--- src/rtl/fbpa_pkg.sv ---
// Shared types, constants and helpers for the fixed block pool allocator.
// No dependencies; imported by the queue, front end, back end and top level.
package fbpa_pkg;

  localparam int MAX_BLOCKS = 8192;
  localparam int IDX_W      = $clog2(MAX_BLOCKS);
  localparam int LINK_W     = IDX_W + 1;
  localparam int ALIGNMENT  = 8;          // power of two
  localparam int POOL_LIMIT = 65535;

  localparam logic [LINK_W-1:0] NULL_LINK      = {LINK_W{1'b1}};
  localparam logic [15:0]       COUNT_DIVIDEND = 16'hFFFF;
  localparam logic [16:0]       ALIGN_MASK     = 17'(ALIGNMENT - 1);

  localparam logic [1:0] CFG_POOL_BASE   = 2'd0;
  localparam logic [1:0] CFG_DEFAULT_SZ  = 2'd1;
  localparam logic [1:0] CFG_DEFAULT_CNT = 2'd2;

  typedef enum logic [1:0] {
    ST_GRANTED = 2'd0,
    ST_REFUSED = 2'd1,
    ST_FREED   = 2'd2,
    ST_IGNORED = 2'd3
  } status_t;

  typedef enum logic [1:0] {
    CMD_ALLOC_DEFAULT = 2'd0,
    CMD_ALLOC_OWN     = 2'd1,
    CMD_FREE          = 2'd2
  } cmd_kind_t;

  typedef struct packed {
    cmd_kind_t   kind;
    logic [15:0] req;
    logic [31:0] offset;
  } cmd_t;

  typedef struct packed {
    status_t           status;
    logic [31:0]       block_address;
    logic [15:0]       block_size;
    logic [IDX_W-1:0]  block_count;
    logic              free_available;
  } result_t;

  function automatic logic [16:0] round_up(input logic [15:0] sz);
    round_up = ({1'b0, sz} + ALIGN_MASK) & ~ALIGN_MASK;
  endfunction

endpackage

--- src/rtl/fbpa_queue.sv ---
// Two-entry command queue between the front end and the back end.
// Depends on fbpa_pkg for the command type.
module fbpa_queue (
  input  logic          clk,
  input  logic          rst,
  input  logic          push,
  input  fbpa_pkg::cmd_t push_entry,
  output logic          full,
  input  logic          pop,
  output fbpa_pkg::cmd_t pop_entry,
  output logic          not_empty
);
  import fbpa_pkg::*;

  cmd_t       slots [2];
  logic       wr_ptr;
  logic       rd_ptr;
  logic [1:0] count;

  assign full      = (count == 2'd2);
  assign not_empty = (count != 2'd0);
  assign pop_entry = slots[rd_ptr];

  always_ff @(posedge clk) begin
    if (push) begin
      slots[wr_ptr] <= push_entry;
    end
  end

  always_ff @(posedge clk) begin
    if (rst) begin
      wr_ptr <= 1'b0;
      rd_ptr <= 1'b0;
      count  <= '0;
    end else begin
      if (push) begin
        wr_ptr <= ~wr_ptr;
      end
      if (pop) begin
        rd_ptr <= ~rd_ptr;
      end
      if (push && !pop) begin
        count <= count + 2'd1;
      end else if (pop && !push) begin
        count <= count - 2'd1;
      end
    end
  end

endmodule

--- config.mk ---
export PLATFORM = sky130hd
export DESIGN_NAME = fbpa_queue
export DESIGN_NICKNAME = d
export VERILOG_FILES = /design/src/rtl/fbpa_pkg.sv /design/src/rtl/fbpa_queue.sv
export SDC_FILE = /design/constraint.sdc
export NUM_CORES = 1
export LEC_CHECK = 0
export ABC_AREA = 1
export BUFFER_PORTS_ARGS = -buffer_cell sky130_fd_sc_hd__buf_4
export CORE_AREA = 2 2 112 114
export CTS_BUF_LIST = sky130_fd_sc_hd__clkbuf_16
export CTS_CLUSTER_SIZE = 25
export DETAILED_ROUTE_END_ITERATION = 10
export DIE_AREA = 0 0 114 116
export GPL_TIMING_DRIVEN = 0
export MAX_ROUTING_LAYER = met4
export SLEW_MARGIN = 15
export SYNTH_ARGS = -nofsm -noshare
export SYNTH_HDL_FRONTEND = slang
export SYNTH_SLANG_ARGS = --single-unit
export TNS_END_PERCENT = 30
--- constraint.sdc ---
create_clock -name clk -period 6.7 [get_ports clk]
set_input_delay 0.67 -clock clk [delete_from_list [all_inputs] [get_ports clk]]
set_output_delay 0.67 -clock clk [all_outputs]
set_load 0.02 [all_outputs]
# Word-level counts from Yosys, hierarchy flattened

Memory sizes are Yosys's and may differ from the RTL's. A register that Yosys moved wholly into a read port is not among the register bits.
Index checks and enable logic that the tools add are counted.

Bits in registers: 4
Memory bits (writable): 100
Input bits: 54
Output and inout port bits: 52
Logic and storage cells: 21
Memories: 1

Memories:

| name  | words | width | rd ports | clocked after Yosys merged registers in | wr ports | RTL line         | RTL |
|---|---|---|---|---|---|---|---|
| slots | 2     | 50    | 1        | 1                                       | 1        | fbpa_queue.sv:15 | `cmd_t slots [2];` |

$add $sub $neg: 2
Eq/ne operators: 1
Muxes and demuxes: 6
Bitwise gates (word level): 2
Reductions and logical operators: 6

Operator list:

| kind                                              | number |
|---|---|
| 2-to-1 mux 1 bit                                  | 4 |
| 2-to-1 mux 2 bit                                  | 2 |
| nonzero test 2 bit                                | 2 |
| adder 2 x 1 -> 2 bit (second input constant)      | 1 |
| equality test 2 bit (second input constant)       | 1 |
| logical AND 1 bit                                 | 2 |
| logical NOT 1 bit                                 | 2 |
| inverter 1 bit                                    | 2 |
| subtractor 2 x 1 -> 2 bit (second input constant) | 1 |

# Depth between registers and ports, before layout

Gate-level depths: netlist of run 1.

Depth after elaboration: 4
Depth in mapped cells: 8
Depth with buffers taken out: 8

# Least setup slack after synthesis of run 1

OpenSTA, ideal clock, no wires.

Kind: input to register
Start point: in push
End point: mem slots[0][0] in the netlist's numbering (enable)
Library setup time: 0.459 ns
Arrival: 2.810 ns
Required time: 6.241 ns
Path slack: 3.431 ns
Cell stages on the path: 2
Cell sequence: inv_1 nor2_1

Longest elaborated chain between the ends: 2

RTL lines:

| item                                   | RTL line         | RTL |
|---|---|---|
| from (decl)                            | fbpa_queue.sv:6  | `input logic push,` |
| 2-to-1 mux 1 bit                       | fbpa_queue.sv:25 | `if (push) begin` |
| 2-to-1 mux 1 bit (not written as such) | fbpa_queue.sv:26 | `slots[wr_ptr] <= push_entry;` |
| to (decl)                              | fbpa_queue.sv:15 |  |

Every way passes these cells.

==> impl_metrics.env, run 1 <==
export IMPL_setup_tns_final_ns=0
export IMPL_ys_ff_latch=105
export IMPL_critical_path_slowest_cell="sky130_fd_sc_hd__dfxtp_1"
export IMPL_synth_yosys_seq_area_share=0.758
export IMPL_routed_wire_length_per_instance_um=15.1
export IMPL_avgViaCountPerCell=4.36
export IMPL_post_synth_top_area_cell="sky130_fd_sc_hd__edfxtp_1"
export IMPL_fillers=1056
export IMPL_dpl_cell_count=444
export IMPL_clock_latency_ns=0.33
export IMPL_cts_sink_count=105
export IMPL_globalRouteTotalUtil=0.112
export IMPL_cells_along_the_critical_path="buf_6 > buf_12 > mux2_4 > buf_4"
export IMPL_fin_util=0.453
export IMPL_placeableCoreArea_mm2=0.0119
export IMPL_cts_root_buf="sky130_fd_sc_hd__clkbuf_16"
export IMPL_detail_route_drc_violations=0
export IMPL_final_cell_area_mm2=0.00539
export IMPL_fin_skew_ns=0.00398
export IMPL_achievable_frequency_mhz=464
export IMPL_r2r_end="slots[1][42]"
export IMPL_worstRegToRegCells=3
export IMPL_final_net_count=363
export IMPL_vias=2005
export IMPL_die_span_in_x_um=114
export IMPL_ctsHtreeMaxLevel=3
export IMPL_maximum_number_of_pins_on_one_net_before_global_route_repair=29
export IMPL_worst_setup_path_type="flop to primary output"
export IMPL_synthDominantCellAreaShare=0.734
export IMPL_finalHoldViolations=0
export IMPL_grt_pass1_vias=2131
export IMPL_area_growth_synth_to_final_pct=31.7
export IMPL_power_density_mw_per_mm2=271
export IMPL_clk_pin_slew_worst_paths_ns=0.06
export IMPL_chip_height_um=116
export IMPL_cts_made_buffers=9
export IMPL_number_of_core_rows=40
export IMPL_antenna_found_initial=0
export IMPL_initial_utilization=0.343
export IMPL_layout_cells_non_filler=460
export IMPL_critical_path_max_fanout=10
export IMPL_netlist_top_cells_count="sky130_fd_sc_hd__edfxtp_1 (100), sky130_fd_sc_hd__mux2_4 (50), sky130_fd_sc_hd__inv_1 (9), sky130_fd_sc_hd__nand2_1 (6), sky130_fd_sc_hd__nor2_1 (6)"
export IMPL_max_cap_viols=0
export IMPL_routability_congestion_estimate=0.691
export IMPL_drtIter0Drc=82
export IMPL_ir_drop_mv=0.133
export IMPL_postSynthAreaPerCell_um2=21.6
export IMPL_main_flop_type_after_synthesis="sky130_fd_sc_hd__edfxtp_1"
export IMPL_endpoint="pop_entry[24]"
export IMPL_regToRegSetupSlack_ns=5.19
export IMPL_timing_critical_path_from_type="flop"
export IMPL_layout_min_cycle_time_ns=2.16
export IMPL_regToRegStartpoint="wr_ptr"
export IMPL_syn_inst=189
export IMPL_syn_num_nets=244
export IMPL_critPathArrivalTime_ns=1.49
export IMPL_cts_post_setup_buffers_inserted=0
export IMPL_hold_slack_ns=0.519
export IMPL_hp_class="primary input to flop"
export IMPL_crit_required_ns=6.03
export IMPL_post_dp_hpwl_mm=4.73
export IMPL_slew_headroom=0.624
export IMPL_grt_ovfl_total=0
export IMPL_drtAntennaViolNets=0
export IMPL_endpoint_class_of_the_critical_path="primary output"
export IMPL_synth_cell_area_mm2=0.00409
export IMPL_max_stage_delay_on_crit_path_ns=0.33
export IMPL_timing_final_max_slew_violations=0
export IMPL_ioPinCount=106
export IMPL_synth_warn=0
export IMPL_largest_cells_by_area_after_synthesis="sky130_fd_sc_hd__edfxtp_1 (73%), sky130_fd_sc_hd__mux2_4 (18%), sky130_fd_sc_hd__buf_12 (2.4%)"
export IMPL_p_leak_nw=2.17
export IMPL_synth_async_sr_flop_share=0
export IMPL_post_route_cells_drive_above_1_share=0.559
export IMPL_number_of_buffers_inserted_by_port_buffering=105
export IMPL_final_period_utilization=0.322
export IMPL_diodes=0
export IMPL_floorplan_die_area_mm2=0.0132
export IMPL_report_final_setup_viol=0
export IMPL_ctsHoldBuffers=0
export IMPL_cts_buffer_depth=2
export IMPL_global_route_wire_length_before_repair_mm=10.7
export IMPL_placement_cell_area_mm2=0.00514
export IMPL_synth_most_common_cell="sky130_fd_sc_hd__edfxtp_1"
export IMPL_outcome="finished, final reports clean"
export IMPL_drt_first_pass_iters=4
export IMPL_worstMarginPinSlew_ns=0.562
export IMPL_post_cts_resize_count=0
export IMPL_cts_tree="built"
export IMPL_synth_lib_cells_used_distinct=15
export IMPL_grt_setup_unrepaired="no"
export IMPL_edff_count_synth=100
export IMPL_routed_wl_mm=6.96
worst min-delay path by stage:
| stage | endpoint | slack (ns) | cells after the start | from |
|---|---|---|---|---|
| 2_1_floorplan | flop | 0.48 | 2 | rd_ptr |
| 3_3_place_gp | rd_ptr | 0.49 | 2 | rd_ptr |
| 3_5_place_dp | flop | 0.51 | 2 | rd_ptr |
| 4_1_cts | slots[0][41] | 0.50 | 1 | push_entry[41] |
| 5_1_grt | slots[0][3] | 0.51 | 1 | push_entry[3] |
| 6_report | slots[0][41] | 0.52 | 1 | push_entry[41] |
worst max-delay path, delay by kind of cell, from the launching register on:
| kind | cells | cell delay (ns) |
|---|---|---|
| buffers and inverters | 3 | 0.49 |
| flip-flops | 1 | 0.33 |
| multiplexers | 1 | 0.32 |
sequential cells by signal, summed over array words and instances, names as in the netlist, named ones only:
signal / cells
slots: 100
count: 2
rd_ptr: 1
wr_ptr: 1
layout make-up:
type	count	area [µm²]	area share
buffer	6	111	0.0207
clock buffer	9	225	0.0418
clock inverter	7	26.3	0.00487
inverter	9	33.8	0.00627
multi-input combinational	69	851	0.158
sequential	105	3100	0.576
tap	147	184	0.0341
timing repair buffer	108	856	0.159
through the flow:
step	worst slack [ns]	power [mW]
floorplan	3.43	0.930
global placement	1.90	1.02
detailed placement	4.77	1.03
CTS	4.51	1.49
global route	4.49	1.53
finish	4.54	1.46
per-layer routing:
metal / track usage / part of all wire / up-vias
met4: 0.0537 / 0.018 / 0
li1: - / - / 956
met3: 0.0230 / 0.044 / 10
met2: 0.178 / 0.49 / 69
met5: - / 0 / -
met1: 0.137 / 0.44 / 970
layout by cell type (no fill, tap or decap):
master                        n
sky130_fd_sc_hd__ha_1         1
sky130_fd_sc_hd__inv_2        1
sky130_fd_sc_hd__mux2_4      50
sky130_fd_sc_hd__nor2_4       1
sky130_fd_sc_hd__clkinv_1     2
sky130_fd_sc_hd__buf_16       1
sky130_fd_sc_hd__buf_6        1
sky130_fd_sc_hd__a21oi_1      1
sky130_fd_sc_hd__nor2_1       5
sky130_fd_sc_hd__nand4_1      1
sky130_fd_sc_hd__nand3_1      1
sky130_fd_sc_hd__edfxtp_1   100
sky130_fd_sc_hd__buf_4      105
sky130_fd_sc_hd__inv_1       13
sky130_fd_sc_hd__nand2_1      6
sky130_fd_sc_hd__dfxtp_1      5
sky130_fd_sc_hd__buf_12       7
sky130_fd_sc_hd__o21ai_0      1
sky130_fd_sc_hd__nor3_1       1
sky130_fd_sc_hd__xnor2_1      1
sky130_fd_sc_hd__clkbuf_16    9
power breakdown:
part / internal [mW] / switching, mW / total [mW]
Combinational: 0.130 / 0.115 / 0.245
Sequential: 0.758 / 0.00919 / 0.768
Clock: 0.243 / 0.207 / 0.450
kinds of logic (layout without fill, tap and decap cells):
logic type,after synthesis,in the layout,synth area share
flops,105,105,0.758
mux,50,50,0.183
simple gates,15,15,0.0150
buf+inv,15,139,0.0355
compound gates,2,2,0.00244
fa+ha+maj,1,1,0.00306
xor+xnor,1,1,0.00214
No activity file was read; power rests on OpenSTA's default activity.
==> inputs of run 2 (changes only) <==
==> constraint.sdc (replaced) <==
create_clock -name clk -period 1.83 [get_ports clk]
set_input_delay 0.183 -clock clk [delete_from_list [all_inputs] [get_ports clk]]
set_output_delay 0.183 -clock clk [all_outputs]
set_load 0.02 [all_outputs]
==> impl_metrics.env, run 2 (synthesized netlist as in run 1, its figures left out) <==
export IMPL_outcome="finished, final reports clean"
export IMPL_placeableCoreArea_mm2=0.0119
export IMPL_routability_congestion_estimate=0.659
export IMPL_max_stage_delay_on_crit_path_ns=0.32
export IMPL_post_dp_hpwl_mm=4.62
export IMPL_number_of_buffers_inserted_by_port_buffering=105
export IMPL_grt_setup_unrepaired="no"
export IMPL_routed_wire_length_per_instance_um=15.1
export IMPL_worst_setup_path_type="flop to primary output"
export IMPL_dpl_cell_count=443
export IMPL_cts_sink_count=105
export IMPL_finalHoldViolations=0
export IMPL_maximum_number_of_pins_on_one_net_before_global_route_repair=52
export IMPL_fin_skew_ns=0.00448
export IMPL_worstRegToRegCells=2
export IMPL_fin_util=0.454
export IMPL_final_period_utilization=0.895
export IMPL_report_power_total_mw=5.54
export IMPL_layout_min_cycle_time_ns=1.64
export IMPL_ctsHoldBuffers=0
export IMPL_critical_path_max_fanout=10
export IMPL_global_route_wire_length_before_repair_mm=10.3
export IMPL_clk_pin_slew_worst_paths_ns=0.07
export IMPL_drt_first_pass_iters=4
export IMPL_r2r_end="slots[1][1]"
export IMPL_post_route_cells_drive_above_1_share=0.571
export IMPL_placement_cell_area_mm2=0.00511
export IMPL_final_net_count=362
export IMPL_area_growth_synth_to_final_pct=32.1
export IMPL_detail_route_drc_violations=0
export IMPL_drtAntennaViolNets=0
export IMPL_timing_final_max_slew_violations=0
export IMPL_routed_wl_mm=6.93
export IMPL_globalRouteTotalUtil=0.109
export IMPL_cts_tree="built"
export IMPL_regToRegStartpoint="wr_ptr"
export IMPL_grt_ovfl_total=0
export IMPL_cts_made_buffers=9
export IMPL_power_density_mw_per_mm2=1030
export IMPL_layout_cells_non_filler=459
export IMPL_antenna_found_initial=0
export IMPL_most_common_library_cell_in_the_layout_ignoring_fill_and_taps="sky130_fd_sc_hd__buf_4"
export IMPL_holdCritStartpoint="push_entry[17]"
export IMPL_register_with_the_highest_flop_count="slots"
export IMPL_chip_height_um=116
export IMPL_ir_drop_mv=0.491
export IMPL_slew_headroom=0.543
export IMPL_cts_post_setup_buffers_inserted=0
export IMPL_setup_tns_final_ns=0
export IMPL_ioPinCount=106
export IMPL_diodes=0
export IMPL_hp_class="primary input to flop"
export IMPL_p_leak_nw=2.16
export IMPL_max_cap_viols=0
export IMPL_report_final_setup_viol=0
export IMPL_number_of_flip_flops_under_the_largest_register_name=100
export IMPL_regToRegSetupSlack_ns=0.42
export IMPL_clock_latency_ns=0.34
export IMPL_critPathArrivalTime_ns=1.45
export IMPL_mostFrequentLayoutCells="sky130_fd_sc_hd__buf_4 (105), sky130_fd_sc_hd__edfxtp_1 (100), sky130_fd_sc_hd__mux2_4 (50)"
export IMPL_critical_path_slowest_cell="sky130_fd_sc_hd__dfxtp_1"
export IMPL_reg_largest_list="slots x100, count x2"
export IMPL_final_critical_path_setup_slack_ns=0.193
export IMPL_cts_buffer_depth=2
export IMPL_ctsHtreeMaxLevel=3
export IMPL_cells_along_the_critical_path="buf_6 > buf_12 > mux2_4 > buf_4"
export IMPL_die_span_in_x_um=114
export IMPL_vias=2020
export IMPL_avgViaCountPerCell=4.40
export IMPL_initial_utilization=0.343
export IMPL_worst_case_setup_slack_after_placement_ns=0.388
export IMPL_final_cell_area_mm2=0.00540
export IMPL_hold_slack_ns=0.0281
export IMPL_floorplan_die_area_mm2=0.0132
export IMPL_grt_pass1_vias=2104
export IMPL_post_cts_resize_count=0
export IMPL_worstMarginPinSlew_ns=0.686
export IMPL_achievable_frequency_mhz=611
export IMPL_cts_root_buf="sky130_fd_sc_hd__clkbuf_16"
export IMPL_endpoint_class_of_the_critical_path="primary output"
export IMPL_number_of_core_rows=40
export IMPL_hold_depth=1
export IMPL_worst_hold_path_endpoint="slots[1][17]"
export IMPL_drtIter0Drc=71
export IMPL_crit_required_ns=1.65
export IMPL_timing_critical_path_from_type="flop"
[run 2: changes by cell type in the layout (fill, tap and decap cells not counted), sizes merged]
cell      before  now
clkinvlp       0    2
inv           14   12
clkinv         2    1
bufinv         0    1
buf          114  113
[run 2: metal layers]
| metal | up-vias | GRT usage | part of all wire |
|---|---|---|---|
| met3 | 11 | 0.0256 | 0.048 |
| met1 | 990 | 0.129 | 0.42 |
| li1 | 955 | - | - |
| met5 | - | - | 0 |
| met2 | 64 | 0.176 | 0.51 |
| met4 | 0 | 0.0561 | 0.020 |
[run 2: cell type report]
type / instances / area (µm²)
fill: 1070 / 6510
clock inverter: 7 / 65.1
clock buffer: 9 / 225
buffer: 6 / 111
tap: 147 / 184
timing repair buffer: 107 / 828
inverter: 9 / 36.3
sequential: 105 / 3100
multi-input combinational: 69 / 851
[run 2: power breakdown]
part | leakage [nW] | internal [mW] | total [mW] | switching [mW]
clock network | 0.145 | 1.05 | 1.85 | 0.799
logic | 1.04 | 0.471 | 0.888 | 0.417
registers | 0.980 | 2.78 | 2.81 | 0.0327
total | 2.16 | 4.29 | 5.54 | 1.25
[run 2: how the worst max path moves through the flow]
stage               startpoint      endpoint  slack, ns
global route              flop  pop_entry[7]       0.12
global placement        wr_ptr  slots[1][42]      -0.69
CTS                       flop  pop_entry[7]       0.15
finish                    flop  pop_entry[7]       0.19
floorplan               wr_ptr   slots[1][0]     -0.003
detailed placement      wr_ptr  slots[1][43]       0.39
[run 2: worst max-delay path, delay by kind of cell, from the launching register on]
| kind | cells | cell delay [ns] |
|---|---|---|
| buf+inv | 3 | 0.48 |
| flops | 1 | 0.32 |
| mux | 1 | 0.31 |
