[config.mk]
export PLATFORM = sky130hd
export DESIGN_NAME = fbpa_front
export DESIGN_NICKNAME = d
export VERILOG_FILES = /design/src/rtl/fbpa_pkg.sv /design/src/rtl/fbpa_front.sv
export SDC_FILE = /design/constraint.sdc
export NUM_CORES = 1
export LEC_CHECK = 0
export BUFFER_PORTS_ARGS = -buffer_cell sky130_fd_sc_hd__buf_4
export CORE_ASPECT_RATIO = 1.25
export CORE_UTILIZATION = 46
export DETAILED_ROUTE_END_ITERATION = 8
export HOLD_SLACK_MARGIN = 0.08
export PLACE_DENSITY = 0.86
export SLEW_MARGIN = 20
export SYNTH_ARGS = -nofsm -noshare
export SYNTH_HDL_FRONTEND = slang
export SYNTH_SLANG_ARGS = --single-unit
[constraint.sdc]
create_clock -name clk -period 4 [get_ports clk]
set_input_delay 0.4 -clock clk [delete_from_list [all_inputs] [get_ports clk]]
set_output_delay 0.4 -clock clk [all_outputs]
set_load 0.005 [all_outputs]
[src/rtl/fbpa_pkg.sv]
// Shared types, constants and helpers for the fixed block pool allocator.
// No dependencies; imported by the queue, front end, back end and top level.
package fbpa_pkg;

  localparam int MAX_BLOCKS = 8192;
  localparam int IDX_W      = $clog2(MAX_BLOCKS);
  localparam int LINK_W     = IDX_W + 1;
  localparam int ALIGNMENT  = 8;          // power of two
  localparam int POOL_LIMIT = 65535;

  localparam logic [LINK_W-1:0] NULL_LINK      = {LINK_W{1'b1}};
  localparam logic [15:0]       COUNT_DIVIDEND = 16'hFFFF;
  localparam logic [16:0]       ALIGN_MASK     = 17'(ALIGNMENT - 1);

  localparam logic [1:0] CFG_POOL_BASE   = 2'd0;
  localparam logic [1:0] CFG_DEFAULT_SZ  = 2'd1;
  localparam logic [1:0] CFG_DEFAULT_CNT = 2'd2;

  typedef enum logic [1:0] {
    ST_GRANTED = 2'd0,
    ST_REFUSED = 2'd1,
    ST_FREED   = 2'd2,
    ST_IGNORED = 2'd3
  } status_t;

  typedef enum logic [1:0] {
    CMD_ALLOC_DEFAULT = 2'd0,
    CMD_ALLOC_OWN     = 2'd1,
    CMD_FREE          = 2'd2
  } cmd_kind_t;

  typedef struct packed {
    cmd_kind_t   kind;
    logic [15:0] req;
    logic [31:0] offset;
  } cmd_t;

  typedef struct packed {
    status_t           status;
    logic [31:0]       block_address;
    logic [15:0]       block_size;
    logic [IDX_W-1:0]  block_count;
    logic              free_available;
  } result_t;

  function automatic logic [16:0] round_up(input logic [15:0] sz);
    round_up = ({1'b0, sz} + ALIGN_MASK) & ~ALIGN_MASK;
  endfunction

endpackage

[src/rtl/fbpa_front.sv]
// Front end: takes items, classifies them and hands them to the queue.
// Depends on fbpa_pkg for the command type and kinds.
module fbpa_front (
  input  logic           clk,
  input  logic           rst,
  input  logic           start,
  output logic           busy,
  input  logic           op,
  input  logic [15:0]    request_size,
  input  logic [31:0]    address,
  input  logic [31:0]    pool_base,
  input  logic [15:0]    dflt_block_size,
  input  logic           q_full,
  output logic           q_push,
  output fbpa_pkg::cmd_t q_entry
);
  import fbpa_pkg::*;

  logic held;
  cmd_t hold;
  cmd_t classified;
  logic accept;

  assign busy    = held && q_full;
  assign accept  = start && !busy;
  assign q_push  = held && !q_full;
  assign q_entry = hold;

  always_comb begin
    classified.req    = request_size;
    classified.offset = address - pool_base;
    if (op) begin
      classified.kind = CMD_FREE;
    end else if (request_size < dflt_block_size) begin
      classified.kind = CMD_ALLOC_DEFAULT;
    end else begin
      classified.kind = CMD_ALLOC_OWN;
    end
  end

  always_ff @(posedge clk) begin
    if (accept) begin
      hold <= classified;
    end
  end

  always_ff @(posedge clk) begin
    if (rst) begin
      held <= 1'b0;
    end else if (accept) begin
      held <= 1'b1;
    end else if (q_push) begin
      held <= 1'b0;
    end
  end

endmodule

# Word-level counts from Yosys, hierarchy flattened
# Cells that the tools add are included.
word_totals:
  reg_bits: 51
  input_bits: 101
  word_cells: 15
classes:
  n_reduce_logical: 6
  n_mux: 3
  add_sub_neg: 1
  order_cmp: 1
op_table:
  columns: ["cell", "n"]
  rows:
  - ["$sub 32x32->32", 1]
  - ["$lt 16x16->1", 1]
  - ["$logic_and 1x1->1", 3]
  - ["$mux 1", 3]
  - ["$logic_not 1->1", 2]
  - ["$reduce_bool 2->1", 1]

# Logic depth before layout (Yosys ltp)
# Gate-level depths: netlist of the first run.
logic_depth:
  ltp_word: 4
  mapped_depth: 10

# Worst setup path before layout of the first run
# No wires, ideal clock.
synth_timing:
  kind: "input to register"
  start: "input q_full"
  end: "register hold (netlist bit q_entry[0]), enable pin"
  path_slack_ps: 706
  t_arrival_ps: 2830
  path_stages: 2
  path_buffers: 0
  setup_ps: 464
  required_ps: 3536
  cell_sequence: "and2_1 nor2b_1"
synth_via:
  elab_chain_len: 3
synth_lines:
  columns: ["element", "line_no", "text"]
  rows:
  - ["start: declaration", "fbpa_front.sv:13", "input logic q_full,"]
  - ["$logic_and 1x1->1", "fbpa_front.sv:24", "assign busy = held && q_full;"]
  - ["$logic_not 1->1", "fbpa_front.sv:25", "assign accept = start && !busy;"]
  - ["$logic_and 1x1->1", "fbpa_front.sv:25", null]
  - ["via accept", "fbpa_front.sv:22", "logic accept;"]
  - ["end signal: assignment", "fbpa_front.sv:43", "hold <= classified;"]
  - ["end: declaration", "fbpa_front.sv:20", "cmd_t hold;"]
# The timed path passes the listed nets, and every way through them passes these cells.
# A chain may end at the register's enable or synchronous reset.

==> results.md, run 1 <==
Run status:
- The flow ran to the end, and the final reports show no timing, DRC or antenna violations.

Floorplan:
- The die boundary width is just over 80 um.
- The number of placed I/O pins is 153.
- The area of the core is 7880 um^2.
- The die span in y is a little over 100 um.
- The area of the die is 8590 um^2.
- The starting density of the core is 0.480.
- The initialized floorplan defines 36 standard-cell rows.

Worst setup path:
- Across all register-to-register paths, the minimum setup slack is about 2.1 ns.
- The category of the most critical setup path is input port to flip-flop.
- The data required time at the worst endpoint is between 4 and 5 ns.
- The arrival time of the worst setup path is ~2.7 ns.
- The critical path buffer and inverter count is 2.
- Walking the worst path, the cells encountered are buf_4, inv_1, ha_1, fa_1, nand2b_1, a21oi_2, o21ai_1, a21o_1, o31ai_1, a41oi_1, xnor2_1.
- The largest single stage delay on the critical path is ~0.43 ns.
- Broken down by cell family, the worst path's largest delay share belongs to compound AO/OA/AOI/OAI gates.
- The slowest cell on the critical path is sky130_fd_sc_hd__o31ai_1.
- The startpoint type of the worst setup path is an input port.
- The capturing element type of the critical path is a flip-flop.
- In this run the worst path has a maximum fanout of 3.

Pwr:
- The share of total power dissipated in sequential elements is 0.455.
- The net switching power of the design is approximately 0.43 mW.
- The worst-case IR drop observed on VDD is about 240 uV.
- Of the total power, the share spent switching nets is 0.291.
- The leakage power is 2.48 nW.
- The relative contribution of the clock network to total power is 0.186.
- The internal portion of the total power is between 1 and 1.5 mW.
- The power per cell area is ~290 nW/um^2.
- The combinational group share of total power is 0.358.

Timing:
- Setup repair after global routing left no endpoint under its margin.
- Setup violations remaining at the end of the flow were counted as 0.
- Across the routed clock network, the largest skew measured is 0.00472 ns.
- The total count of hold-check failures in the final report came to 0.
- The final cycle utilization of the critical path is 0.670.
- The worst path needs approximately 2.7 ns of the cycle, external delays included.
- Setup total negative slack on the finished layout was measured at 0 ns.
- The number of slew-limit violations in the final report is 0.
- The transition at the pin with the smallest max-transition slack is about 0.76 ns.
- The worst slew margin relative to its limit is 0.489.
- For this run, the top clock speed supported by timing is roughly 370 MHz.

Yosys:
- The most used flip-flop cell after synthesis is sky130_fd_sc_hd__edfxtp_1.
- Yosys printed 0 warnings.
- The average footprint of a synthesized cell is a little under 10 um^2.
- Synthesis produced a netlist with a net count of between 500 and 600.
- Counting flops with a built-in enable in the synthesized netlist gives 50.
- The post-synth design cell area is ~3800 um^2.
- Yosys attributes the largest share of cell area to sky130_fd_sc_hd__edfxtp_1 40%, sky130_fd_sc_hd__ha_1 15%, sky130_fd_sc_hd__inv_1 5.5%, sky130_fd_sc_hd__a21oi_1 4.8%, sky130_fd_sc_hd__xnor2_1 4.4%.
- The share of synthesized area in the top cell type comes to 0.397.
- The cell taking the most area after synthesis is sky130_fd_sc_hd__edfxtp_1.
- Yosys instantiated no cell more often than sky130_fd_sc_hd__inv_1.
- Sorting the synthesized cells by how often they occur yields 55 x sky130_fd_sc_hd__inv_1, 50 x sky130_fd_sc_hd__edfxtp_1, 46 x sky130_fd_sc_hd__ha_1.
- Counting every instance in the synthesized netlist gives about 380.
- Synthesis inferred roughly 50 register bits.
- The fraction of registers with async set/reset is 0.
- The distinct cell type count of the synthesized netlist is 55.
- The proportion of synthesized chip area in sequential cells is 0.403.

Global routing:
- The initial antenna violation count was 0.
- The number of global-route vias before repair was around 3400.
- Across every metal layer, demand over resource in global routing totals 0.219.
- The largest net degree at the start of global routing is 29.
- Summed over all layers, the global routing overflow is 0.
- The first global-routing pass estimated approximately 15000 um of wire.

Clock tree:
- Counting every sink on the clock net gives a little over 50.
- The H-tree generated during clock tree synthesis spans 2 levels.
- The post-CTS resize count is 0.
- The number of setup buffers added after CTS is 0.
- Counting along the longest clock path gives a buffer depth of 2.
- The clock input transition at the sequential cells of the worst setup and hold paths is about 0.08 ns.
- The root cell of the clock tree is sky130_fd_sc_hd__clkbuf_8.
- Hold repair after CTS inserted 0 buffers.
- TritonCTS built the clock tree.
- Counting the buffers created by CTS gives 5.
- The clock insertion delay at the later pin of the skew report is 0.29 ns.

Layout:
- After filler insertion, the fill cell instance count of the layout stands at 673.
- 0 antenna diodes ended up in the layout.
- The relative area change from synthesis to final layout is 34.9%.
- At the end of the flow, the number of nets in the layout was roughly 690.
- The sequential cell area is around 1500 um^2.
- The fraction of layout instances using a drive strength above 1 is 0.315.
- Leaving out filler cells and counting taps, the final layout contains about 640.
- Summing all multi-input logic gate instances after layout gives just over 2000 um^2.

Placed design:
- The congestion estimate from routability-driven global placement came to ~0.89.
- After detailed placement, the design holds a cell count of roughly 630.
- The HPWL reported at the end of detailed placement is 7920 um.
- During placement, the flow inserted port buffers numbering about 150.

Route:
- The via density per instance is around 5.3.
- Across all layers, the routed design uses ~3400 vias.
- The post-detailed-route wirelength per cell is ~15 um.
- The number of DRC markers after the initial detailed-route iteration is roughly 110.
- The total wirelength of the detailed-routed design is slightly above 9000 um.
- In this run the remaining antenna-violating nets after routing total 0.
- The first detailed-routing pass took 4 iterations.
- The number of DRC violations after detailed routing is 0.

Worst hold path:
- The type of the most critical hold path is input port to flip-flop.

Job:
- The tool flagged a number of max-cap violations equal to 0.
## final cells by class
cell class,count,area share
clock buffer,8,0.0157
inverter,55,0.0405
multi-input combinational,273,0.397
sequential,51,0.298
tap,95,0.0233
timing repair buffer,153,0.225
## power by group through the flow
stage	Sequential [mW]	Combinational [mW]	Clock, mW
after global placement	0.691	0.521	0
after detailed placement	0.695	0.536	0
final	0.681	0.536	0.279
after CTS	0.683	0.538	0.287
after global routing	0.687	0.592	0.304
after floorplan	0.701	0.292	0
## registers in the layout, indices dropped and copies added, names as in the netlist
register and flops:
held 1, q_entry 50
## layout by cell type, fill, tap and decap left out, types with 2 or more instances in the layout
| cell type | instances |
|---|---|
| sky130_fd_sc_hd__and3_1 | 2 |
| sky130_fd_sc_hd__ha_1 | 46 |
| sky130_fd_sc_hd__nor3_1 | 3 |
| sky130_fd_sc_hd__buf_4 | 153 |
| sky130_fd_sc_hd__nor2b_1 | 2 |
| sky130_fd_sc_hd__o211ai_1 | 6 |
| sky130_fd_sc_hd__nor2_1 | 24 |
| sky130_fd_sc_hd__nand4_1 | 8 |
| sky130_fd_sc_hd__o21bai_1 | 4 |
| sky130_fd_sc_hd__o21ai_1 | 6 |
| sky130_fd_sc_hd__and2_1 | 3 |
| sky130_fd_sc_hd__clkbuf_1 | 3 |
| sky130_fd_sc_hd__a21oi_2 | 2 |
| sky130_fd_sc_hd__o21ai_0 | 16 |
| sky130_fd_sc_hd__inv_1 | 55 |
| sky130_fd_sc_hd__nand3_1 | 3 |
| sky130_fd_sc_hd__nand2b_1 | 9 |
| sky130_fd_sc_hd__nand2_1 | 23 |
| sky130_fd_sc_hd__xnor2_1 | 19 |
| sky130_fd_sc_hd__a211oi_1 | 2 |
| sky130_fd_sc_hd__a31oi_1 | 2 |
| sky130_fd_sc_hd__o21a_1 | 4 |
| sky130_fd_sc_hd__clkbuf_8 | 5 |
| sky130_fd_sc_hd__edfxtp_1 | 50 |
| sky130_fd_sc_hd__xor2_1 | 10 |
| sky130_fd_sc_hd__a21oi_1 | 36 |
| sky130_fd_sc_hd__a21o_1 | 15 |
## per-layer routing
layer | up-vias | share of wire | global-route usage | routed length [um]
met2 | 125 | 0.54 | 0.428 | 5030
li1 | 1697 | - | - | -
met4 | 0 | 0.025 | 0.0822 | 231
met3 | 15 | 0.046 | 0.0317 | 429
met5 | - | 0 | 0 | 0
met1 | 1547 | 0.39 | 0.241 | 3600
## through the flow
| stage | area [um^2] | util | setup WS (ns) | power (mW) | hold WS, ns |
|---|---|---|---|---|---|
| 6_report | 5100 | 0.647 | 1.32 | 1.50 | 0.267 |
| 5_1_grt | 5100 | 0.647 | 1.15 | 1.58 | 0.255 |
| 3_5_place_dp | 5020 | 0.637 | 1.03 | 1.23 | 0.578 |
| 2_1_floorplan | 3780 | - | 0.706 | 0.993 | 0.472 |
| 3_3_place_gp | 5020 | 0.637 | 1.15 | 1.21 | 0.562 |
| 4_1_cts | 5100 | 0.647 | 1.35 | 1.51 | 0.258 |
## final timing paths
check,start,endpoint,cells after the start
worst min-delay path,rst,held,2
worst min register to register,held,held,3
worst max register to register,held,q_entry[5],3
worst max-delay path,address[0],q_entry[28],11
## cell families (layout without fill, tap and decap cells)
| logic type | Yosys count | in the layout | share of synthesized area |
|---|---|---|---|
| simple gates | 85 | 85 | 0.111 |
| fa+ha+maj | 47 | 47 | 0.158 |
| compound gates | 112 | 112 | 0.198 |
| buf+inv | 59 | 216 | 0.0639 |
| xor+xnor | 29 | 29 | 0.0672 |
| flops | 51 | 51 | 0.403 |
(Power assumes the default switching activity.)
==> run 2, diff against run 1 <==
==> constraint.sdc (replaced) <==
create_clock -name clk -period 2.8 [get_ports clk]
set_input_delay 0.28 -clock clk [delete_from_list [all_inputs] [get_ports clk]]
set_output_delay 0.28 -clock clk [all_outputs]
set_load 0.005 [all_outputs]
==> run 2 against run 1 <==
- first-iteration DRC count shrank 22%
- final area grew 0.22%
- sequential share of layout area shrank 0.066 points
- register-to-register slack lost 0.85 ns
- sequential cell count is the same
- worst hold slack lost 0.13 ns
- global-route usage shrank 0.98 points
- power grew 46%
==> results.md, run 2 (synthesized netlist as in run 1, its figures left out) <==
Route:
- The total wirelength of the detailed-routed design was 9250 um (-0.46%).
- The via density per instance is 5.39 (+1.1%).
- The number of DRC markers after the initial detailed-route iteration is 85 (-22%).
- The detailed-routing iteration count for the pre-antenna-repair pass is 4 (unchanged).
- The number of DRC violations after detailed routing was 0 (unchanged).
- The total via count in the routed design is 3422 (+1.1%).
- The number of nets still failing antenna checks after routing is 0 (unchanged).
- The post-detailed-route wirelength per cell was 14.6 um (-0.46%).

Worst setup path:
- The category of the most critical setup path is input port to flip-flop.
- The delay of the slowest critical-path stage is 0.48 ns (+0.05 ns).
- The largest fanout on the critical path is 3 (unchanged).
- The startpoint type of the worst setup path is an input port.
- The data required time at the worst endpoint is 2.86 ns (-1.18 ns).
- The arrival time of the worst setup path is 2.62 ns (-0.11 ns).
- The critical path buffer and inverter count is 2 (unchanged).
- The capturing element type of the critical path is a flip-flop.
- Traced cell by cell, the critical path runs through buf_4, inv_1, ha_1, fa_1, nand2b_1, a21oi_2, o21ai_1, a21o_1, o31ai_1, a41oi_1, xnor2_1.
- The slowest cell on the critical path is sky130_fd_sc_hd__o31ai_1.
- Grouping stages by cell kind, the critical path spends the most delay in compound AO/OA/AOI/OAI gates.

Layout:
- In the layout the commonest cells are 153 x sky130_fd_sc_hd__buf_4, 55 x sky130_fd_sc_hd__inv_1, 50 x sky130_fd_sc_hd__edfxtp_1.
- The layout net count is 687 (unchanged).
- The area growth from synthesis to layout is 35.2%.
- The most frequent standard cell in the layout excluding fill and tap cells is sky130_fd_sc_hd__buf_4.
- The fraction of layout instances using a drive strength above 1 was 0.319 (+0.00370).
- The antenna diode count came to 0 (unchanged).
- The number of flip-flops under the largest register name is 50 (unchanged).
- The count of placed standard cells in the final layout, fillers left out was 635 (unchanged).
- The core occupancy in the finished layout is 0.648 (+0.00143).

Timing:
- The time the final worst path needs with I/O delays and setup is roughly 2.6 ns.
- Static timing analysis puts the maximum clock frequency at 390 MHz.
- The transition at the pin with the smallest max-transition slack is 0.664 ns (-0.100 ns).
- The worst slew margin relative to its limit came to 0.557 (+0.0678).
- Setup repair after global routing left no endpoint under its margin.
- The total count of hold-check failures in the final report is 0 (unchanged).
- The final worst slack is 0.238 ns (-1.08 ns).
- The number of setup violations in the final report came to 0 (unchanged).
- The number of slew-limit violations in the final report came to 0 (unchanged).
- The worst hold slack was 0.136 ns (-0.132 ns).
- The clock tree skew after final layout came to 0.00799 ns (+0.00327 ns).
- The final cycle utilization of the critical path is 0.915.

Floorplan:
- The die span in y is 103 um (unchanged).
- The number of standard-cell rows in the floorplan is 36 (unchanged).
- The starting density of the core is 0.480 (unchanged).
- The die boundary width is 83.1 um (unchanged).
- The number of placed I/O pins came to 153 (unchanged).
- The area of the core is 7880 um^2 (unchanged).
- The area of the die is 8590 um^2 (unchanged).

Clock tree:
- The number of buffers between clock root and the deepest sink came to 2 (unchanged).
- The TritonCTS clock tree is built.
- The clock input transition at the sequential cells of the worst setup and hold paths was 0.09 ns (about the same).
- The post-CTS resize count came to 0 (unchanged).
- The hold buffer count at cts came to 0 (unchanged).
- The number of buffers inserted during clock tree synthesis is 5 (unchanged).
- The number of sinks driven by the clock tree is 51 (unchanged).
- The root cell of the clock tree is sky130_fd_sc_hd__clkbuf_8.
- The number of H-tree levels is 2 (unchanged).
- The clock insertion delay at the later pin of the skew report was 0.30 ns (about the same).
- The total setup buffers inserted after CTS came to 0 (unchanged).

Global routing:
- The wire length of the first global-routing pass came to 14400 um (-5.2%).
- The number of global-route vias before repair came to 3229 (-4.0%).
- The largest net degree at the start of global routing is 51 (+76%).
- The aggregate global-route resource usage is 0.209 (-0.00977).
- The total congestion overflow after global routing is 0 (unchanged).
- The initial antenna violation count is 0 (unchanged).

Placed design:
- The HPWL reported at the end of detailed placement was 7600 um (-4.1%).
- The count of placed standard cells including taps came to 627 (unchanged).
- The worst slack at placement was -0.0477 ns (-1.08 ns).
- The routability congestion estimate from global placement is 0.900 (+1.3%).
- The number of buffer cells added on primary ports is 152 (unchanged).

Job:
- The number of max-capacitance violations reported is 0 (unchanged).

Run status:
- The run finished with clean final reports.

Worst hold path:
- The worst hold path belongs to the class input port to flip-flop.

Pwr:
- The power per cell area was 426 nW/um^2 (+45%).
- The leakage power is 2.48 nW (+0.35%).
- The worst voltage drop across the vdd grid was 270 uV (+14%).
- The post-layout total power came to 2.18 mW (+46%).
## run 2: final timing paths
kind                            startpoint     endpoint  slack, ns  cells past startpoint
worst max-delay path            address[0]  q_entry[28]       0.24                     11
worst min-delay path                   rst         held       0.14                      2
worst max register to register        held   q_entry[5]       1.28                      3
worst min register to register        held         held       0.68                      3
## run 2: area by class of cell
class / count / area, um^2
clock buffers: 7 / 86.3
clock inverters: 1 / 5.00
fillers: 634 / 2770
inverters: 55 / 206
multi-input cells: 273 / 2020
flip-flops and latches: 51 / 1520
well taps: 95 / 119
repair buffers: 153 / 1150
## run 2: where the power goes
group | internal, mW | switching (mW)
Clock | 0.200 | 0.242
Combinational | 0.387 | 0.375
Sequential | 0.951 | 0.0231
## run 2: worst register-to-register path: cells and delay by family, from the launching register on
kind | cells | cell delay (ns)
buffers and inverters | 1 | 0.54
DFF | 1 | 0.31
and+or+nand+nor | 2 | 0.29
## run 2: metal layers
layer	GRT usage	wire, um	part of all wire
met1	0.242	3700	0.40
met2	0.388	4810	0.52
met3	0.0286	467	0.051
met4	0.0968	263	0.028
met5	0	0	0
## run 2: stage by stage
stage	setup TNS, ns	area, um^2
after floorplan	0	3780
after global placement	0	5020
after detailed placement	-0.0477	5020
after CTS	0	5110
after global routing	0	5110
final	0	5110
==> run 3, diff against run 2 <==
--- a/config.mk
+++ b/config.mk
@@ -7,6 +7,7 @@
 export LEC_CHECK = 0
 export BUFFER_PORTS_ARGS = -buffer_cell sky130_fd_sc_hd__buf_4
 export CORE_ASPECT_RATIO = 1.25
+export CORE_MARGIN = 2
 export CORE_UTILIZATION = 46
 export DETAILED_ROUTE_END_ITERATION = 8
 export HOLD_SLACK_MARGIN = 0.08
==> run 3 against run 2 <==
- clock power increased by 3%
- core utilization increased by 0.21 points
- critical path depth increased by 1
- final area increased by 0.32%
- sequential cell count unchanged
- highest routed layer unchanged
==> results.md, run 3 (synthesized netlist as in run 1, its figures left out) <==
Worst setup path:
- The most repeated library cell on the critical path is sky130_fd_sc_hd__buf_4.
- The slowest cell on the critical path is sky130_fd_sc_hd__fa_1.
- The category of the most critical setup path is input port to flip-flop.
- The capturing point of the worst reg2reg path is q_entry[16].
- The data required time at the worst endpoint is 2.86 ns (about the same).
- The worst reg2reg path startpoint is held.
- The worst-case register-to-register setup slack is 1.29 ns (about the same).
- The signal on the critical path passes through buf_4, inv_1, ha_1, fa_1, nand2b_1, a21oi_2, o21ai_1, a21o_1, o31ai_1, buf_4, a41oi_1, xnor2_1.
- The arrival time of the worst setup path came to 2.44 ns (-0.18 ns).
- The delay of the slowest critical-path stage is 0.40 ns (-0.08 ns).
- STA classifies the critical path startpoint as an input port.
- The worst setup path is captured at a flip-flop.
- The largest fanout on the critical path is 3 (unchanged).
- The depth of the worst register-to-register path was 3 (unchanged).

Layout:
- The post-route standard cell area excluding fillers is 5130 um^2 (+0.32%).
- The top cell types in the final layout, fill and taps aside, are 154 x sky130_fd_sc_hd__buf_4, 55 x sky130_fd_sc_hd__inv_1, 50 x sky130_fd_sc_hd__edfxtp_1.
- Leaving out fill and tap cells, the most frequent cell in the layout is sky130_fd_sc_hd__buf_4.
- The fraction of layout instances using a drive strength above 1 was 0.320 (+0.00126).
- The core occupancy in the finished layout came to 0.650 (+0.00206).
- The antenna diode count is 0 (unchanged).
- The multi-input combinational cell area is 2020 um^2 (unchanged).
- The number of flip-flops under the largest register name is 50 (unchanged).
- The number of fill cells is 664 (+4.7%).
- Relative to the synthesized area, the layout overhead comes to 35.7%.
- The layout net count is 688 (+0.15%).
- The sequential cell area is 1520 um^2 (unchanged).

Worst hold path:
- In this run the most critical hold path is launched from rst.
- For hold timing, the worst endpoint is held.
- The path class of the tightest hold or removal check is input port to flip-flop.
- The instance count along the most critical hold path is 2 (unchanged).

Placed design:
- The HPWL reported at the end of detailed placement came to 8280 um (+9.0%).
- The routability congestion estimate from global placement was 0.881 (-2.0%).
- The instance area at placement is 5030 um^2 (+0.15%).
- The number of buffer cells added on primary ports is 152 (unchanged).

Route:
- The top routing layer in use is met4.
- The detailed-routing wirelength on met1 was 3740 um (+1.1%).
- The total wirelength of the detailed-routed design is 9990 um (+8.1%).
- The number of DRC violations after detailed routing is 0 (unchanged).
- The number of DRC markers after the initial detailed-route iteration is 111 (+31%).
- The number of nets still failing antenna checks after routing is 0 (unchanged).
- The via density per instance was 5.39 (about the same).
- The detailed-routing iteration count for the pre-antenna-repair pass is 4 (unchanged).
- The post-detailed-route wirelength per cell is 15.7 um (+7.9%).
- The total via count in the routed design came to 3429 (+0.20%).
- The routed length on met2 is 5440 um (+13%).
- The met3 layer wire length in the routed design was 530 um (+13%).

Timing:
- The final cycle utilization of the critical path is 0.850 (-0.0646).
- Setup repair after global routing left no endpoint under its margin.
- The number of slew-limit violations in the final report is 0 (unchanged).
- The number of setup violations in the final report is 0 (unchanged).
- The total count of hold-check failures in the final report was 0 (unchanged).
- The transition at the pin with the smallest max-transition slack is 0.643 ns (-0.0209 ns).
- The time the final worst path needs with I/O delays and setup was 2.38 ns (-0.181 ns).
- The clock tree skew after final layout is 0.00296 ns (-0.00503 ns).
- The fmax came to 420 MHz (+7.6%).
- The worst hold slack is 0.130 ns (-0.00592 ns).
- The final sum of negative setup slack is 0 ns (unchanged).
- The worst slew margin relative to its limit is 0.571 (+0.0139).

Job:
- The number of max-capacitance violations reported is 0 (unchanged).

Global routing:
- The number of global-route vias before repair is 3498 (+8.3%).
- The total congestion overflow after global routing is 0 (unchanged).
- The aggregate global-route resource usage is 0.224 (+0.0148).
- The initial antenna violation count was 0 (unchanged).
- The largest net degree at the start of global routing is 51 (unchanged).
- The wire length of the first global-routing pass is 16200 um (+12%).

Floorplan:
- The starting density of the core is 0.480 (unchanged).
- The area of the core is 7880 um^2 (unchanged).
- The number of standard-cell rows in the floorplan is 36 (unchanged).
- The area of the die is 8960 um^2 (+4.4%).
- The number of placed I/O pins was 153 (unchanged).
- The die span in y is 105 um (+1.9%).
- The die boundary width was 85.1 um (+2.4%).

Clock tree:
- The number of H-tree levels is 2 (unchanged).
- TritonCTS built the clock tree.
- The clock insertion delay at the later pin of the skew report came to 0.30 ns (about the same).
- The clock input transition at the sequential cells of the worst setup and hold paths was 0.08 ns (about the same).
- The post-CTS resize count was 0 (unchanged).
- The root cell of the clock tree is sky130_fd_sc_hd__clkbuf_8.
- The total setup buffers inserted after CTS is 0 (unchanged).
- The number of buffers between clock root and the deepest sink is 2 (unchanged).
- The hold buffer count at cts is 0 (unchanged).
- The number of sinks driven by the clock tree is 51 (unchanged).
- The number of buffers inserted during clock tree synthesis is 5 (unchanged).

Pwr:
- The worst voltage drop across the vdd grid came to 344 uV (+28%).
- The power per cell area is 431 nW/um^2 (+1.1%).
- The leakage power was 2.49 nW (+0.33%).

Run status:
- The run finished with clean final reports.
-- run 3: cell type report --
type	instances	share of cell area
Inverter	55	0.0403
Clock buffer	8	0.0195
Timing Repair Buffer	154	0.225
Tap cell	95	0.0232
Multi-Input combinational cell	273	0.395
Sequential cell	51	0.297
-- run 3: metal layers --
metal,GRT usage,up-vias
met3,0.0282,25
met5,0,-
met1,0.245,1587
met4,0.0850,0
li1,-,1692
met2,0.428,125
-- run 3: worst max path at each step --
stage                     startpoint     endpoint  slack, ns
final                     address[0]  q_entry[28]       0.42
after global routing      address[0]  q_entry[28]       0.29
after CTS                 address[0]  q_entry[28]       0.42
after detailed placement  address[0]  q_entry[28]       0.10
after global placement    address[0]  q_entry[28]       0.16
after floorplan           address[0]  q_entry[28]       0.32
-- run 3: stage by stage --
stage / setup WS [ns] / std cells / power [mW]
2_1_floorplan: 0.321 / 383 / 1.42
3_3_place_gp: 0.156 / 628 / 1.74
3_5_place_dp: 0.103 / 628 / 1.77
4_1_cts: 0.424 / 636 / 2.22
5_1_grt: 0.292 / 636 / 2.33
6_report: 0.419 / 636 / 2.21
-- run 3: power by group --
part	total (mW)	internal, mW	switching (mW)
Clock	0.456	0.226	0.230
Combinational	0.779	0.391	0.389
Sequential	0.974	0.951	0.0226
Total	2.21	1.57	0.642
-- run 3: worst max-delay path: cells and delay by family --
family	cells	cell delay, ns
compound gates	5	0.94
fa+ha+maj	2	0.61
buf+inv	3	0.27
simple gates	1	0.20
xor+xnor	1	0.15
